`config.mk`:
```
export PLATFORM = sky130hd
export DESIGN_NAME = fbc_ctrl
export DESIGN_NICKNAME = d
export VERILOG_FILES = /design/src/fbc_pkg.sv /design/src/fbc_ctrl.sv
export SDC_FILE = /design/constraint.sdc
export NUM_CORES = 1
export LEC_CHECK = 0
export BUFFER_PORTS_ARGS = -buffer_cell sky130_fd_sc_hd__buf_2
export CAP_MARGIN = 30
export CORE_AREA = 2 2 39 41
export DETAILED_ROUTE_END_ITERATION = 12
export DIE_AREA = 0 0 41 43
export HOLD_SLACK_MARGIN = 0.06
export PLACE_DENSITY = 0.55
export SLEW_MARGIN = 15
export SYNTH_ARGS = -nofsm -noshare
export SYNTH_HDL_FRONTEND = slang
export SYNTH_SLANG_ARGS = --single-unit
export TNS_END_PERCENT = 30
```
`constraint.sdc`:
```
create_clock -name clk -period 1.6 [get_ports clk]
set_clock_uncertainty 0.1 [all_clocks]
set_input_delay 0.4 -clock clk [delete_from_list [all_inputs] [get_ports clk]]
set_output_delay 0.4 -clock clk [all_outputs]
set_load 0.05 [all_outputs]
```
`src/fbc_pkg.sv`:
```
// fbc_pkg: shared types and constants of the frustum box cull block
// no dependencies

package fbc_pkg;

  localparam int unsigned NUM_PLANES = 6;

  // plane whose coefficients depend on the depth mode
  localparam logic [2:0] PLANE_NEAR = 3'd4;

  // configuration register byte address
  localparam logic [1:0] ADDR_HOMOG_DEPTH = 2'd0;

  typedef enum logic [1:0] {
    ST_IDLE,
    ST_TEST,
    ST_DONE
  } state_t;

  typedef enum logic {
    OP_LOAD = 1'b0,
    OP_TEST = 1'b1
  } op_t;

  // controller to datapath
  typedef struct packed {
    logic       load;      // write matrix entry from input item
    logic       start;     // capture box for a test
    logic       plane_en;  // evaluate the selected plane this cycle
    logic [2:0] plane;
    logic       finish;    // update counters with the verdict
  } dp_cmd_t;

  // datapath to controller
  typedef struct packed {
    logic culled;
  } dp_sts_t;

endpackage

```
`src/fbc_ctrl.sv`:
```
// fbc_ctrl: sequencer stepping the six planes and the output handshake
// depends on fbc_pkg

module fbc_ctrl (
  input  logic             clk,
  input  logic             rst_n,
  input  logic             in_valid,
  output logic             in_ready,
  input  logic             in_op,
  output logic             out_valid,
  input  logic             out_ready,
  output fbc_pkg::dp_cmd_t cmd,
  input  fbc_pkg::dp_sts_t sts
);

  fbc_pkg::state_t state_r, state_nxt;
  logic [2:0] plane_r, plane_nxt;

  always_ff @(posedge clk) begin
    if (!rst_n) begin
      state_r <= fbc_pkg::ST_IDLE;
      plane_r <= '0;
    end else begin
      state_r <= state_nxt;
      plane_r <= plane_nxt;
    end
  end

  always_comb begin
    state_nxt = state_r;
    plane_nxt = plane_r;
    in_ready = 1'b0;
    out_valid = 1'b0;
    cmd = '0;
    cmd.plane = plane_r;
    unique case (state_r)
      fbc_pkg::ST_IDLE: begin
        in_ready = 1'b1;
        if (in_valid) begin
          if (in_op == fbc_pkg::OP_LOAD) cmd.load = 1'b1;
          else begin
            cmd.start = 1'b1;
            plane_nxt = '0;
            state_nxt = fbc_pkg::ST_TEST;
          end
        end
      end
      fbc_pkg::ST_TEST: begin
        cmd.plane_en = 1'b1;
        plane_nxt = plane_r + 3'd1;
        // stop at the first plane the box lies behind
        if (plane_r == 3'(fbc_pkg::NUM_PLANES - 1) || sts.culled) begin
          cmd.finish = 1'b1;
          state_nxt = fbc_pkg::ST_DONE;
        end
      end
      fbc_pkg::ST_DONE: begin
        out_valid = 1'b1;
        if (out_ready) state_nxt = fbc_pkg::ST_IDLE;
      end
      default: state_nxt = fbc_pkg::ST_IDLE;
    endcase
  end

endmodule

```
==> results of run 1 <==
worst min path at each step:
stage	end	slack [ns]	start	depth (start not counted)
2_1_floorplan	plane_r[2]	0.40	state_r[0]	2
3_3_place_gp	plane_r[2]	0.38	plane_r[2]	2
3_5_place_dp	plane_r[2]	0.39	plane_r[2]	2
4_1_cts	state_r[1]	0.34	rst_n	2
5_1_grt	state_r[1]	0.35	rst_n	2
6_report	state_r[1]	0.34	rst_n	2
layout make-up:
cell class	count	area, µm²	area share
Timing Repair Buffer	18	128	0.239
Multi-Input combinational cell	28	239	0.448
Tap cell	16	20.0	0.0376
Inverter	1	3.75	0.00704
Sequential cell	5	116	0.218
Clock buffer	4	26.3	0.0493
through the flow:
step / setup slack, ns / setup TNS [ns] / instances / power [mW]
3_5_place_dp: -0.0113 / -0.0113 / 67 / 0.242
4_1_cts: -0.144 / -0.144 / 72 / 0.404
2_1_floorplan: -0.00496 / -0.00496 / 34 / 0.212
3_3_place_gp: 0.00121 / 0 / 67 / 0.242
5_1_grt: -0.173 / -0.211 / 72 / 0.420
6_report: -0.127 / -0.127 / 72 / 0.394
Yosys cell counts (all sizes together):
library cell / number / area share
nand2: 4 / 0.050
a21oi: 3 / 0.050
and3: 1 / 0.021
mux2i: 1 / 0.033
mux2: 1 / 0.050
nor3b: 1 / 0.042
and2b: 3 / 0.079
nor2: 4 / 0.050
nand3b: 1 / 0.025
ha: 2 / 0.083
dfxtp: 5 / 0.33
inv: 1 / 0.012
a22oi: 1 / 0.042
o21ai: 2 / 0.033
nor2b: 2 / 0.050
o21a: 1 / 0.025
o22ai: 1 / 0.021
flip-flops by register name, summed over array words and instances (netlist names):
signal / flops
plane_r: 3
state_r: 2
critical path, cell delays in order, from the launching register on:
cell,delay (ns)
dfxtp_4,0.34
inv_2,0.04
ha_4,0.14
a21oi_2,0.12
and2b_4,0.21
buf_8,0.14
layer usage:
layer,up-vias,GRT usage,part of all wire
met1,133,0.121,0.45
met5,-,0,0
met4,0,0.0800,0
met3,0,0.0314,0.084
li1,161,-,-
met2,13,0.138,0.47
where the power goes:
group | internal (mW) | total, mW | switching [mW]
Combinational | 0.0479 | 0.117 | 0.0689
Clock | 0.0941 | 0.143 | 0.0485
Sequential | 0.127 | 0.135 | 0.00829
Total | 0.269 | 0.394 | 0.126
repair_timing:
action,CTS,global route
endpoints found under the setup margin,5,5
pin swaps,1,0
buffers inserted,1,0
cloned,0,0
resized for setup,12,3
kinds of logic after synthesis:
logic type               share of synthesized area
AND/OR/NAND/NOR                              0.317
AO/OA/AOI/OAI                                0.171
flip-flops                                   0.333
multiplexers                                0.0833
adder cells (fa/ha/maj)                     0.0833
buffers and inverters                       0.0125
cells in the final DEF (no fill, tap or decap), drive strengths merged:
cell	synthesis	layout
and2b	3	3
nand2	4	4
inv	1	1
dfxtp	5	5
a22oi	1	1
and3	1	1
a21oi	3	3
o22ai	1	1
ha	2	2
buf	0	17
nor2	4	4
nor2b	2	2
nor3b	1	1
o21a	1	1
nand3b	1	1
clkbuf	0	5
mux2i	1	1
mux2	1	1
o21ai	2	2
==> metrics.md, run 1 <==
| Metric | Value |
|---|---|
| CTS tree | `built` |
| FF-to-FF End | `state_r[0]` |
| Die H | `43 µm` |
| Total Routing Usage GR | `0.100` |
| Number of DRC markers in iteration 0 | `2` |
| WL final | `712 µm` |
| Syn-to-layout area delta | `77.5%` |
| DRT Pass-1 Iters | `2` |
| Cts bufs inserted | `3` |
| Core Region | `1380 µm²` |
| First-pass GRT wire length | `1.15 mm` |
| Pwr/cell area | `740 nW/µm²` |
| Final Cycle Share | `1.08` |
| Vias in the first global route | `298` |
| Vias after detailed routing | `307` |
| Worst Hold Class | `in -> reg` |
| Register area share after synthesis | `0.333` |
| Synth cell types | `19` |
| # fillers | `159` |
| CTS root buffer | `clkbuf_4` |
| CP Class | `reg -> out` |
| Worst R2R Setup Slack | `0.35 ns` |
| Critical path capture point type | `primary output` |
| Clk slew on worst S/H paths | `0.04 ns` |
| # diodes | `0` |
| I/O pins | `15` |
| Netlist Area Pre-Place | `300 µm²` |
| Worst Setup SP | `plane_r[1]` |
| Outcome | `complete, but fails checks` |
| Rows | `14` |
| Slew headroom | `0.835` |
| Design area | `533 µm²` |
| YS warnings | `0` |
| PortBufs | `14` |
| Worst IR Drop VDD | `0.000222 V` |
| Hold buffer count at CTS | `0` |
| Final ANT Viol Nets | `0` |
| Initial Utilization | `0.217` |
| Die X-Extent | `41 µm` |
| DRC viols | `0` |
| Violations in the final reports | `setup timing` |
| Worst hold margin | `0.345 ns` |
| Post-Syn Instances | `34` |
| FF-to-FF path depth | `7` |
| Pleak | `0.234 nW` |
| Worst-Skew Late Latency | `0.24 ns` |
| CTS max path bufs | `2` |
| Clk sink count | `5` |
| Initial antenna violation count | `0` |
| Flops & latches, synth | `5` |
| Max cap viols | `0` |
| Gpl congestion | `0.629` |
| Crit-path max FO | `2` |
| DR vias/cell | `4.26` |
| Setup crit end | `cmd[0]` |
| DP Area | `450 µm²` |
| Total gr overflow | `0` |
| CTS H-tree depth | `1` |
| Layout cells sized above 1 | `0.696` |
| Final #Nets | `65` |
| Final worst slack | `-0.127 ns` |
| Crit start category | `flip-flop` |
| Start of the worst register-to-register path | `plane_r[1]` |
| Largest net degree at the start of global routing | `8` |
| Critical path data arrival time | `1.23 ns` |
| RSZ-0062 raised after global routing | `yes` |
| Utilization after layout | `0.385` |
| Hpwl dp | `560 µm` |
| Fin. Hold Viols | `0` |
| CP required | `1.10 ns` |
| Tmin final | `1.73 ns` |
| Mapped Avg Cell Area | `8.83 µm²` |
| Fin. max-slew vios | `0` |
| Die ar. | `1760 µm²` |
| Tightest Pin Transition | `0.249 ns` |
| Syn nets | `42` |
| Endpoints failing setup | `1` |
| Fmax | `579 MHz` |
| Routed wire per std cell | `9.89 µm` |
No activity file was read; power rests on OpenSTA's default activity.
==> run 2, diff against run 1 <==
Settings changed: BUFFER_PORTS_ARGS -buffer_cell sky130_fd_sc_hd__buf_2 to not set, DONT_BUFFER_PORTS set to 1, PLACE_DENSITY 0.55 to 0.46.
==> run 2 against run 1 <==
Net effect: the flow still finishes with violations (setup timing); design area decreased by 8.2%; fmax up 3.8%; sequential share of layout area grew 2.0 points; register-to-register slack worse by 0.07 ns; first-iteration DRC count unchanged; routed wire length decreased by 0.98%; final cell count is 14% lower; largest cell class unchanged; highest routed layer unchanged.
==> metrics.md, run 2 (same netlist as run 1, synthesis figures left out) <==
| Metric | Value |
|---|---|
| Critical-path top delay cell | `and2b_4` |
| Max stage delay on crit path | `0.35 ns` |
| Max cap viols | `0` |
| Syn-to-layout area delta | `62.9%` |
| Die H | `43 µm` |
| Commonest non-fill, non-tap cells in the layout | `buf_4, dfxtp_4, nand2_1, clkbuf_4` |
| I/O pins | `15` |
| Top delay family on crit path | `simple AND/OR/NAND/NOR gates` |
| Violations in the final reports | `setup timing` |
| DRT Pass-1 Iters | `4` |
| Outcome | `complete, but fails checks` |
| Clk sink count | `5` |
| Fin. max-slew vios | `0` |
| Total Routing Usage GR | `0.105` |
| Die ar. | `1760 µm²` |
| Layout cells sized above 1 | `0.630` |
| Largest net degree at the start of global routing | `8` |
| CP Cell Sequence | `inv_2 -> ha_4 -> a21oi_4 -> and2b_4` |
| Crit start category | `flip-flop` |
| WL final | `705 µm` |
| Fin. Hold Viols | `0` |
| Clk slew on worst S/H paths | `0.05 ns` |
| DRC viols | `0` |
| PortBufs | `0` |
| Fmax | `601 MHz` |
| Tmin final | `1.66 ns` |
| Total gr overflow | `0` |
| Place WS | `0.0790 ns` |
| CP required | `1.10 ns` |
| Initial antenna violation count | `0` |
| Final worst slack | `-0.0632 ns` |
| Final Cycle Share | `1.04` |
| Vias in the first global route | `293` |
| Die X-Extent | `41 µm` |
| CTS H-tree depth | `1` |
| # diodes | `0` |
| RSZ-0062 raised after global routing | `yes` |
| DR vias/cell | `4.66` |
| Slew headroom | `0.875` |
| Pleak | `0.191 nW` |
| Worst Hold Class | `in -> reg` |
| Top flop regs | `plane_r (3), state_r (2)` |
| # fillers | `144` |
| Critical path data arrival time | `1.16 ns` |
| Most common cell after layout, fill and taps aside | `buf_4` |
| Number of DRC markers in iteration 0 | `2` |
| Worst-Skew Late Latency | `0.24 ns` |
| Buf+Inv Stages, Crit Path | `1` |
| Vias after detailed routing | `289` |
| Pwr/cell area | `785 nW/µm²` |
| Hpwl dp | `586 µm` |
| Worst hold margin | `0.182 ns` |
| Post-CTS setup buffer count | `0` |
| Crit-path max FO | `2` |
| Cts bufs inserted | `3` |
| Core Region | `1380 µm²` |
| Rows | `14` |
| Tightest Pin Transition | `0.187 ns` |
| CP Class | `reg -> out` |
| Worst IR Drop VDD | `0.000453 V` |
| Final ANT Viol Nets | `0` |
| Critical path capture point type | `primary output` |
| Routed wire per std cell | `11.4 µm` |
| Final #Nets | `55` |
| CTS root buffer | `clkbuf_4` |
| Initial Utilization | `0.217` |
| First-pass GRT wire length | `1.25 mm` |
| Gpl congestion | `0.659` |
| CTS max path bufs | `2` |
| CTS tree | `built` |
| Largest register FFs | `3` |
| Hold buffer count at CTS | `0` |
| Most flop-heavy register | `plane_r` |
| Endpoints failing setup | `1` |
run 2: changes by cell type in the layout (fill, tap and decap cells not counted), sizes merged:
cell | before | now
buf | 17 | 8
clkbuf | 5 | 4
run 2: stage by stage:
step	utilization	cells	instance area (µm²)	TNS, ns	total power, mW
after CTS	0.350	62	484	-0.0745	0.394
after floorplan	-	34	338	-0.00496	0.212
after detailed placement	0.311	58	430	0	0.239
after global routing	0.354	62	489	-0.106	0.405
after global placement	0.311	58	430	0	0.236
final	0.354	62	489	-0.0632	0.384
run 2: area by class of cell:
class | instances | area (µm²) | share of cell area
clock buffer | 4 | 26.3 | 0.0537
inverter | 1 | 3.75 | 0.00767
multi-input combinational | 28 | 250 | 0.512
sequential | 5 | 116 | 0.238
tap | 16 | 20.0 | 0.0409
timing repair buffer | 8 | 72.6 | 0.148
run 2: metal layers:
layer  GRT usage  share of wire  up-vias
li1            -              -      142
met1       0.110           0.33      132
met2       0.172           0.54       15
met3      0.0785           0.12        0
met4           0              0        0
met5           0              0        -
run 2: what timing repair did:
item,CTS,global route
pin swaps,1,0
gates resized for setup,6,2
endpoints found under the setup margin,2,2
run 2: worst paths after layout:
kind | startpoint | to | slack, ns | cells after the start
min | rst_n | state_r[1] | 0.18 | 1
min reg2reg | state_r[1] | state_r[0] | 0.41 | 1
max reg2reg | plane_r[1] | state_r[1] | 0.28 | 5
max | plane_r[1] | cmd[0] | -0.06 | 4
run 2: report_power, final:
part	internal [mW]	switching, mW	total, mW	leakage [nW]
clock network	0.0942	0.0502	0.144	0.0150
registers	0.126	0.00829	0.135	0.0441
logic	0.0430	0.0619	0.105	0.132
total	0.264	0.120	0.384	0.191
